==> config.mk <==
export PLATFORM = sky130hd
export DESIGN_NAME = keyed_event_priority_queue_core
export DESIGN_NICKNAME = d
export VERILOG_FILES = /design/src/kepq_pkg.sv /design/src/keyed_event_priority_queue_core.sv
export SDC_FILE = /design/constraint.sdc
export NUM_CORES = 2
export LEC_CHECK = 0
export CORE_UTILIZATION = 61
export DETAILED_ROUTE_END_ITERATION = 8
export DONT_BUFFER_PORTS = 1
export PLACE_DENSITY = 0.73
export SLEW_MARGIN = 20
export SYNTH_ARGS = -nofsm -noshare
export SYNTH_HDL_FRONTEND = slang
export SYNTH_SLANG_ARGS = --single-unit
==> constraint.sdc <==
create_clock -name clk -period 17.35 [get_ports clk]
set_input_delay 1.735 -clock clk [delete_from_list [all_inputs] [get_ports clk]]
set_output_delay 1.735 -clock clk [all_outputs]
set_load 0.02 [all_outputs]
==> src/kepq_pkg.sv <==
package kepq_pkg;

  localparam logic [1:0] CMD_SCHEDULE = 2'd0;
  localparam logic [1:0] CMD_PROCESS  = 2'd1;
  localparam logic [1:0] CMD_CANCEL   = 2'd2;
  localparam logic [1:0] CMD_NONE     = 2'd3;

  localparam int unsigned MAX_RESULTS = 16;
  localparam logic [63:0] ALL_ONES = 64'hFFFF_FFFF_FFFF_FFFF;

  typedef struct packed {
    logic [1:0]  cmd;
    logic [63:0] cycle;
    logic [15:0] instance_id;
    logic [3:0]  handler_tag;
  } in_req_t;

  typedef struct packed {
    logic        fired_valid;
    logic [15:0] fired_instance;
    logic [3:0]  fired_handler;
    logic [63:0] fired_trigger;
    logic        is_last;
    logic [63:0] next_due;
    logic        pending;
    logic        overflow;
  } out_req_t;

  typedef struct packed {
    logic [63:0] trigger;
    logic [15:0] inst;
    logic [3:0]  handler;
  } slot_t;

endpackage

==> src/keyed_event_priority_queue_core.sv <==
// Schedule and cancel run one scan pass (ST_SCAN), then ST_ACT, ST_LOAD and ST_EMIT.
// Process repeats the scan and ST_ACT (through ST_WAIT) once per removal, then the final
// pass goes on to ST_LOAD and ST_EMIT, which give one result per cycle while out_stall is low.
// Each pass is one scan of the slot memory, one entry read per cycle.
// One request is handled at a time; results wait in an output register.
// Reset (rst_n low, synchronous) clears the used bits and the control state.
module keyed_event_priority_queue_core #(
  parameter int QUEUE_DEPTH = 16
) (
  input  logic                 clk,
  input  logic                 rst_n,
  input  logic                 in_valid,
  output logic                 in_stall,
  input  kepq_pkg::in_req_t    in_data,
  output logic                 out_valid,
  input  logic                 out_stall,
  output kepq_pkg::out_req_t   out_data
);

  localparam int AW = (QUEUE_DEPTH > 1) ? $clog2(QUEUE_DEPTH) : 1;
  localparam int CW = $clog2(QUEUE_DEPTH + 2);
  localparam int RW = $clog2(kepq_pkg::MAX_RESULTS + 1);
  localparam int FW = $clog2(kepq_pkg::MAX_RESULTS);

  localparam logic [2:0] ST_IDLE  = 3'd0;
  localparam logic [2:0] ST_SCAN  = 3'd1;
  localparam logic [2:0] ST_ACT   = 3'd2;
  localparam logic [2:0] ST_EMIT  = 3'd3;
  localparam logic [2:0] ST_WAIT  = 3'd4;
  localparam logic [2:0] ST_LOAD  = 3'd5;

  // Slot memory: trigger, instance, handler. One read port, one write port.
  kepq_pkg::slot_t mem [QUEUE_DEPTH];
  logic [QUEUE_DEPTH-1:0] used_r, used_nxt;

  // Fired events of one process request, in firing order.
  kepq_pkg::slot_t fbuf [kepq_pkg::MAX_RESULTS];
  kepq_pkg::slot_t fb_rd_r;
  logic            fb_we;

  logic [2:0]  state_r, state_nxt;
  kepq_pkg::in_req_t req_r;
  logic [CW-1:0] cnt_r, cnt_nxt;        // issue counter for the scan
  logic          rvld_r;                // read data valid this cycle
  logic [AW-1:0] raddr_r;               // address of the data now on rdata
  kepq_pkg::slot_t rdata_r;

  // Scan results
  logic          hit_r, hit_nxt;        // instance match (schedule/cancel) or best found
  logic [AW-1:0] hit_idx_r, hit_idx_nxt;
  logic          free_r, free_nxt;
  logic [AW-1:0] free_idx_r, free_idx_nxt;
  kepq_pkg::slot_t best_r, best_nxt;
  logic [63:0]   min_r, min_nxt;        // earliest trigger among slots left after pass
  logic [RW-1:0] fired_r, fired_nxt;
  logic [RW-1:0] emit_idx_r, emit_idx_nxt;

  logic              ov_r, ov_nxt;
  kepq_pkg::out_req_t od_r, od_nxt;
  logic              wr_en;
  logic [AW-1:0]     wr_addr;
  kepq_pkg::slot_t   wr_data;

  logic          rd_en;
  logic [AW-1:0] rd_addr;
  logic          cur_used, due, better, is_proc, keyed;

  assign in_stall  = (state_r != ST_IDLE);
  assign out_valid = ov_r;
  assign out_data  = od_r;

  assign is_proc = (req_r.cmd == kepq_pkg::CMD_PROCESS);
  assign keyed   = (req_r.cmd == kepq_pkg::CMD_SCHEDULE) ||
                   (req_r.cmd == kepq_pkg::CMD_CANCEL);
  assign rd_en   = (state_r == ST_SCAN) && (cnt_r < CW'(QUEUE_DEPTH));
  assign rd_addr = cnt_r[AW-1:0];

  always_ff @(posedge clk) begin
    if (wr_en) begin
      mem[wr_addr] <= wr_data;
    end
    if (rd_en) begin
      rdata_r <= mem[rd_addr];
    end
  end

  always_ff @(posedge clk) begin
    if (fb_we) begin
      fbuf[fired_r[FW-1:0]] <= best_r;
    end
    fb_rd_r <= fbuf[emit_idx_nxt[FW-1:0]];
  end

  always_comb begin
    cur_used = used_r[raddr_r];
    due      = rdata_r.trigger <= req_r.cycle;
    better   = !hit_r || (rdata_r.trigger < best_r.trigger) ||
               ((rdata_r.trigger == best_r.trigger) && (rdata_r.inst < best_r.inst));
  end

  always_comb begin
    state_nxt    = state_r;
    used_nxt     = used_r;
    cnt_nxt      = cnt_r;
    hit_nxt      = hit_r;
    hit_idx_nxt  = hit_idx_r;
    free_nxt     = free_r;
    free_idx_nxt = free_idx_r;
    best_nxt     = best_r;
    min_nxt      = min_r;
    fired_nxt    = fired_r;
    emit_idx_nxt = emit_idx_r;
    ov_nxt       = ov_r;
    od_nxt       = od_r;
    wr_en        = 1'b0;
    wr_addr      = hit_idx_r;
    wr_data      = '0;
    fb_we        = 1'b0;

    if (ov_r && !out_stall) begin
      ov_nxt = 1'b0;
    end

    case (state_r)
      ST_IDLE: begin
        if (in_valid) begin
          state_nxt    = ST_SCAN;
          cnt_nxt      = '0;
          hit_nxt      = 1'b0;
          free_nxt     = 1'b0;
          min_nxt      = kepq_pkg::ALL_ONES;
          fired_nxt    = '0;
          emit_idx_nxt = '0;
        end
      end
      ST_SCAN: begin
        cnt_nxt = cnt_r + CW'(1);
        if (rvld_r) begin
          if (!cur_used) begin
            if (!free_r) begin
              free_nxt     = 1'b1;
              free_idx_nxt = raddr_r;
            end
          end else if (is_proc) begin
            if (due && better) begin
              if (hit_r && best_r.trigger < min_nxt) begin
                min_nxt = best_r.trigger;
              end
              hit_nxt     = 1'b1;
              hit_idx_nxt = raddr_r;
              best_nxt    = rdata_r;
            end else if (rdata_r.trigger < min_r) begin
              min_nxt = rdata_r.trigger;
            end
          end else begin
            // matched slot is rewritten or dropped, so it stays out of min
            if (keyed && (rdata_r.inst == req_r.instance_id)) begin
              hit_nxt     = 1'b1;
              hit_idx_nxt = raddr_r;
            end else if (rdata_r.trigger < min_r) begin
              min_nxt = rdata_r.trigger;
            end
          end
        end
        if (cnt_r == CW'(QUEUE_DEPTH + 1)) begin
          state_nxt = ST_ACT;
        end
      end
      ST_ACT: begin
        // min_r holds the earliest trigger of all used slots except the
        // matched or picked one. Apply the command and fix up min.
        state_nxt = ST_LOAD;
        case (req_r.cmd)
          kepq_pkg::CMD_SCHEDULE: begin
            if (hit_r || free_r) begin
              wr_en    = 1'b1;
              wr_addr  = hit_r ? hit_idx_r : free_idx_r;
              wr_data.trigger = req_r.cycle;
              wr_data.handler = req_r.handler_tag;
              wr_data.inst    = req_r.instance_id;
              used_nxt[wr_addr] = 1'b1;
              if (req_r.cycle < min_r) begin
                min_nxt = req_r.cycle;
              end
            end
          end
          kepq_pkg::CMD_PROCESS: begin
            if (hit_r) begin
              used_nxt[hit_idx_r] = 1'b0;
              if (best_r.handler != 4'd0) begin
                fb_we     = 1'b1;
                fired_nxt = fired_r + RW'(1);
              end
              if (fired_nxt != RW'(kepq_pkg::MAX_RESULTS)) begin
                state_nxt = ST_WAIT;  // rescan for the next due event
              end
            end
          end
          kepq_pkg::CMD_CANCEL: begin
            if (hit_r) begin
              used_nxt[hit_idx_r] = 1'b0;
            end
          end
          default: begin
          end
        endcase
      end
      ST_LOAD: begin
        // fire buffer read of entry zero lands in fb_rd_r
        state_nxt = ST_EMIT;
      end
      ST_EMIT: begin
        if (!ov_r || !out_stall) begin
          od_nxt = '0;
          od_nxt.pending  = |used_r;
          od_nxt.next_due = min_r;
          ov_nxt = 1'b1;
          if (fired_r == '0) begin
            od_nxt.overflow = (req_r.cmd == kepq_pkg::CMD_SCHEDULE) && !(hit_r || free_r);
            od_nxt.is_last  = 1'b1;
            state_nxt = ST_IDLE;
          end else begin
            od_nxt.fired_valid    = 1'b1;
            od_nxt.fired_instance = fb_rd_r.inst;
            od_nxt.fired_handler  = fb_rd_r.handler;
            od_nxt.fired_trigger  = fb_rd_r.trigger;
            emit_idx_nxt = emit_idx_r + RW'(1);
            if (emit_idx_r == fired_r - RW'(1)) begin
              od_nxt.is_last = 1'b1;
              state_nxt = ST_IDLE;
            end
          end
        end
      end
      ST_WAIT: begin
        state_nxt = ST_SCAN;
        cnt_nxt   = '0;
        hit_nxt   = 1'b0;
        min_nxt   = kepq_pkg::ALL_ONES;
      end
      default: begin
        state_nxt = ST_IDLE;
      end
    endcase
  end

  always_ff @(posedge clk) begin
    if (!rst_n) begin
      state_r <= ST_IDLE;
      used_r  <= '0;
      ov_r    <= 1'b0;
      rvld_r  <= 1'b0;
      cnt_r   <= '0;
    end else begin
      state_r <= state_nxt;
      used_r  <= used_nxt;
      ov_r    <= ov_nxt;
      rvld_r  <= rd_en;
      cnt_r   <= cnt_nxt;
    end
  end

  always_ff @(posedge clk) begin
    if (state_r == ST_IDLE && in_valid) begin
      req_r <= in_data;
    end
    raddr_r    <= rd_addr;
    hit_r      <= hit_nxt;
    hit_idx_r  <= hit_idx_nxt;
    free_r     <= free_nxt;
    free_idx_r <= free_idx_nxt;
    best_r     <= best_nxt;
    min_r      <= min_nxt;
    fired_r    <= fired_nxt;
    emit_idx_r <= emit_idx_nxt;
    od_r       <= od_nxt;
  end

  a_stall_busy: assert property (@(posedge clk) disable iff (!rst_n)
    (state_r != ST_IDLE) |-> in_stall)
    else $error("input taken while busy");
  a_hold: assert property (@(posedge clk) disable iff (!rst_n)
    (out_valid && out_stall) |=> (out_valid && $stable(out_data)))
    else $error("result changed under stall");
  a_pend: assert property (@(posedge clk) disable iff (!rst_n)
    (out_valid && !out_data.pending) |-> (out_data.next_due == kepq_pkg::ALL_ONES))
    else $error("empty queue with finite next_due");

endmodule

**Word-level counts from Yosys, hierarchy flattened**

Memories as Yosys holds them, arrays and structs flattened. A register that Yosys moved wholly into a read port is not among the register bits.
Index checks and enable logic that the tools add are counted.

- Register bits: 436
- Latch bits: 0
- Memory bits (writable): 2688
- ROM bits: 0
- Bits of input ports: 90
- Output and inout port bits: 154
- Logic and storage cells: 208
- Memories: 2

Memories:

| name | depth | bits a word | rd ports | clocked after Yosys merged registers in | write ports | RTL line | text |
|---|---|---|---|---|---|---|---|
| fbuf | 16 | 84 | 1 | 1 | 1 | keyed_event_priority_queue_core.sv:37 | `kepq_pkg::slot_t fbuf [kepq_pkg::MAX_RESULTS];` |
| mem | 16 | 84 | 1 | 1 | 1 | keyed_event_priority_queue_core.sv:33 | `kepq_pkg::slot_t mem [QUEUE_DEPTH];` |

- Add/subtract/negate cells: 4
- Multiply operators: 0
- Divide/modulo/power cells: 0
- $lt $le $gt $ge: 12
- Eq/ne operators: 32
- Shifts and indexed selects: 0
- Mux-type cells: 79
- Bitwise gates (word level): 5
- Reduce and logical (&&, ||, !) cells: 45

Operator list:

| cell | number |
|---|---|
| two-way mux 64 bit | 11 |
| less-than comparator 64 bit | 4 |
| case mux 64 bit (4 select lines) | 1 |
| two-way mux 84 bit | 3 |
| two-way mux 85 bit | 1 |
| equality test 64 bit | 1 |
| <= comparator 64 bit | 1 |
| two-way mux 5 bit | 10 |
| two-way mux 16 bit | 2 |
| case mux 16 bit (2 select lines) | 1 |
| two-way mux 1 bit | 29 |
| two-way mux 4 bit | 7 |
| AND reduction 4 bit | 6 |
| inequality test 2 bit (second input constant) | 11 |
| case mux 5 bit (2 select lines) | 2 |
| case mux 3 bit (6 select lines) | 1 |
| bitwise AND 16 bit | 1 |
| equality test 16 bit | 1 |
| less-than comparator 16 bit | 1 |
| inverter 16 bit | 1 |
| OR 16 bit | 1 |
| OR reduction 16 bit | 1 |
| adder 5 x 1 -> 5 bit (second input constant) | 3 |
| less-than comparator 4 x 5 -> 1 bit (second input constant) | 3 |
| 36 further kinds | 74 |

**Depth between registers and ports, before layout**

- Depth in word-level cells: 10
- Depth in mapped cells: 14
- Gate-level depth less buffers: 12

**Worst setup path before layout**

Ideal clock, no wire load.

- Path type: input-to-reg
- Start: input out_stall
- End: register od_r, in the netlist out_data[0], enable pin
- Library setup time: 0.714 ns
- Arrival: 8.879 ns
- Required time: 16.636 ns
- Slack: 7.757 ns
- Stages: 1
- Path buffers: 0
- Path through: a21oi_1

- Cells in the longest elaborated chain, start to end: 3

RTL lines:

| what | RTL line | text |
|---|---|---|
| from (decl) | keyed_event_priority_queue_core.sv:16 | `input logic out_stall,` |
| logical NOT 1 bit | keyed_event_priority_queue_core.sv:213 | `if (!ov_r \|\| !out_stall) begin` |
| logical OR 1 bit | keyed_event_priority_queue_core.sv:213 |  |
| AND reduction 2 bit (no line) | n/a |  |
| to (signal assigned) | keyed_event_priority_queue_core.sv:276 | `od_r <= od_nxt;` |
| to (decl) | keyed_event_priority_queue_core.sv:59 | `kepq_pkg::out_req_t od_r, od_nxt;` |

Every way passes these cells.
A chain may end at the register's enable or synchronous reset.

**Worst setup path in the final report**

- Start: register fired_r[0]
- End: register, netlist name fb_rd_r[64]

- Cells in the longest elaborated chain, start to end: 4

RTL lines:

| what | RTL line | text |
|---|---|---|
| from (decl) | keyed_event_priority_queue_core.sv:55 | `logic [RW-1:0] fired_r, fired_nxt;` |
| from (signal assigned) | keyed_event_priority_queue_core.sv:274 | `fired_r <= fired_nxt;` |
| logical NOT 5 bit | keyed_event_priority_queue_core.sv:218 | `if (fired_r == '0) begin` |
| two-way mux 5 bit | keyed_event_priority_queue_core.sv:218 |  |
| two-way mux 5 bit | keyed_event_priority_queue_core.sv:213 |  |
| case mux 5 bit (2 select lines) | keyed_event_priority_queue_core.sv:124 | `case (state_r)` |

Every way passes these cells. The select of a mux whose other input is x is not followed.

==> impl_metrics.tcl <==
set metrics [dict create \
    post-place-ws_ps 10200 \
    clk_pin_slew_ps 60 \
    power.internal_mw 12.79 \
    outcome "complete, no violations" \
    cts_resized 0 \
    ys_seq_elements 3292 \
    cts_tree "yes" \
    port_buffers 0 \
    ant_nets 0 \
    arrival_ps 7350 \
    worst-path-max-fanout 88 \
    seq_area_frac_synth_pct 73.62 \
    seqPwrFrac_pct 54.4 \
    layout_common_cells "3174 x edfxtp_1, 1454 x nand2_1, 706 x nand3_1, 425 x mux4_2, 344 x ha_1" \
    worst_setup_path_start_kind "register" \
    wl_per_cell_um 29.30 \
    cts_sinks 3292 \
    post-route-util_pct 68.04 \
    drc 0 \
    syn_to_final_growth_pct 10.51 \
    drt-pass1-iter-count 6 \
    stdcell_area_sq_mm 0.1466 \
    rrSetupSlack_ps 10870 \
    grt_pass1_vias 74110 \
    cts_max_path_buffers 4 \
    gp_congestion 0.9408 \
    async_reset_ff_share_pct 0 \
    placed_area_sq_mm 0.1361 \
    synthFlopType "edfxtp_1" \
    grt_max_degree 214 \
    setup_violations 0 \
    clock_skew_ps 33.85 \
    maxCapViolCount 0 \
    grt_first_pass_wirelength_um 488800 \
    core.rowCount 170 \
    slew_headroom_pct 18.72 \
    tns_ps 0 \
    p_per_area_mw_per_mm2 109.0 \
    vias 75570 \
    cp.required_ps 18220 \
    synthCells 8319 \
    yosysTopAreaCellShare_pct 71.84 \
    clkLatencyLatePin_ps 960 \
    setup_ws_ps 10870 \
    fp.dieW_um 468.4 \
    ios 244 \
    wl_um 336900 \
    final_hold_viol_count 0 \
    final_common_cell "edfxtp_1" \
    netlist_area_sq_mm 0.1327 \
    htreeDepth 5 \
    drive_gt1_share_pct 13.18 \
    max_freq_mhz 154.3 \
    core_region_area_sq_mm 0.2155 \
    layout.nets 8825 \
    synth_warnings 0 \
    synth.avg_cell_area_sq_um 15.95 \
    clkPwrFrac_pct 43.4 \
    ys_types 73 \
    wl_met3_um 30320 \
    grt_overflow 0 \
    antenna_found_initial 32 \
    switchingPower_mw 3.192 \
    drt-initial-drc-count 9656 \
    synth_edf_count 3174 \
    path_class "reg2reg" \
    highest_layer "met5" \
    m1WireLength_um 126100 \
    via_per_inst 6.572 \
    root_buffer "clkbuf_16" \
    tightest_slew_ps 1189 \
    synth_area_leaders "edfxtp_1 72%, mux4_2 7.2%, nand2_1 4.1%" \
    rsz0062_at_grt "false" \
    postCtsSetupBuffers 0 \
    peakVddDrop_uv 76.58 \
    cellLeakagePower_nw 46.19 \
    slew_violations 0 \
    synth_nets 8753 \
    track_usage_pct 30.69 \
    met2WireLength_um 162400 \
    design.die.area_sq_mm 0.2194 \
    finalCritPeriodShare_pct 37.36 \
    synth_top_cell_by_area "edfxtp_1" \
    comb_power_share_pct 2.1 \
    cts-buffers-inserted 334 \
    swShare_pct 19.98 \
    post-route-min-period_ps 6482 \
    die_h_um 468.4 \
    dp_hpwl_um 187900 \
    initial_core_util_pct 61.57 \
    cp-end-kind "register" \
    cts_hold_buffers 0 \
    hp-class "reg2reg" \
]
==> logic make-up (layout without fill, tap and decap cells) <==
group,Yosys count,in the layout,share of synthesized area (%)
other,0,25,0
adders and majority gates,344,344,3.244
buffers and inverters,685,1001,2.148
and+or+nand+nor,2819,2819,9.532
AOI/OAI and AO/OA,662,662,3.571
muxes,489,489,7.698
DFF,3292,3292,73.62
xor gates and xnor gates,28,28,0.1848
==> synthesized netlist by cell type (all sizes together) (90+ instances only) <==
cell type and instances:
nor2b 99, ha 344, nand3 706, dfxtp 118, a311oi 169, buf 238
nand2 1456, nor3 90, a21oi 120, mux4 425, nor2 168, and3 150
inv 232, clkbuf 215, edfxtp 3174
==> worst max-delay path, stage by stage (launching register included) <==
cell and delay, ps:
edfxtp_1 510, inv_1 130, ha_1 240, nor4b_4 140, nor3b_2 310, nor2_2 110
a22oi_4 610, buf_4 780, buf_4 830, buf_4 800, buf_4 810, nand2_1 140
and3_1 220, a311oi_1 280, a311oi_1 110, a31oi_1 210
==> power by group through the flow <==
stage	registers, mW	clock network (mW)	logic [mW]
global route	8.69	7.29	0.370
detailed placement	8.86	0	0.335
floorplan	8.82	0	0.257
finish	8.70	6.94	0.340
CTS	8.69	7.01	0.338
global placement	8.86	0	0.326
==> through the flow <==
step                      cells  total power [mW]  hold slack, ps
after floorplan            8319             9.077           329.0
after global placement    10890             9.190           412.2
after detailed placement  10890             9.199           426.7
after CTS                 11470             16.04           435.0
after global routing      11490             16.35           454.7
final                     11500             15.98           430.5
==> layer usage <==
metal,GRT usage (%),up-vias
met2,48.87,4342
met5,0,-
met3,4.417,823
li1,-,32220
met4,15.67,2
met1,41.89,38180
==> cell type report <==
class / count / area [sq um]
antenna: 25 / 62.56
clock buffer: 431 / 9094
clock inverter: 149 / 1306
fill: 13720 / 68860
inverter: 232 / 887.1
multi-input combinational: 4342 / 32530
sequential: 3292 / 97690
tap: 2838 / 3551
timing repair buffer: 189 / 1485
==> final timing paths <==
| check | cells after the start | endpoint | start |
|---|---|---|---|
| worst max-delay path | 15 | fb_rd_r[64]$_DFF_P_ | fired_r[0]$_SDFFCE_PN0P_ |
| worst min register to register | 0 | best_r[3]$_DFFE_PP_ | rdata_r[3]$_DFFE_PP_ |
| worst min-delay path | 0 | best_r[3]$_DFFE_PP_ | rdata_r[3]$_DFFE_PP_ |
| worst max register to register | 15 | fb_rd_r[64]$_DFF_P_ | fired_r[0]$_SDFFCE_PN0P_ |
==> flip-flops by register name, summed over array words and instances (netlist names), 4 cells and up <==
| signal | count |
|---|---|
| fb_rd_r | 84 |
| free_idx_r | 4 |
| best_r | 84 |
| cnt_r | 5 |
| mem | 1344 |
| raddr_r | 4 |
| fired_r | 5 |
| out_data | 152 |
| used_r | 16 |
| emit_idx_r | 5 |
| min_r | 64 |
| hit_idx_r | 4 |
| rdata_r | 84 |
| fbuf | 1344 |
| req_r | 86 |
Note: power is estimated with default switching activity, not from simulation.
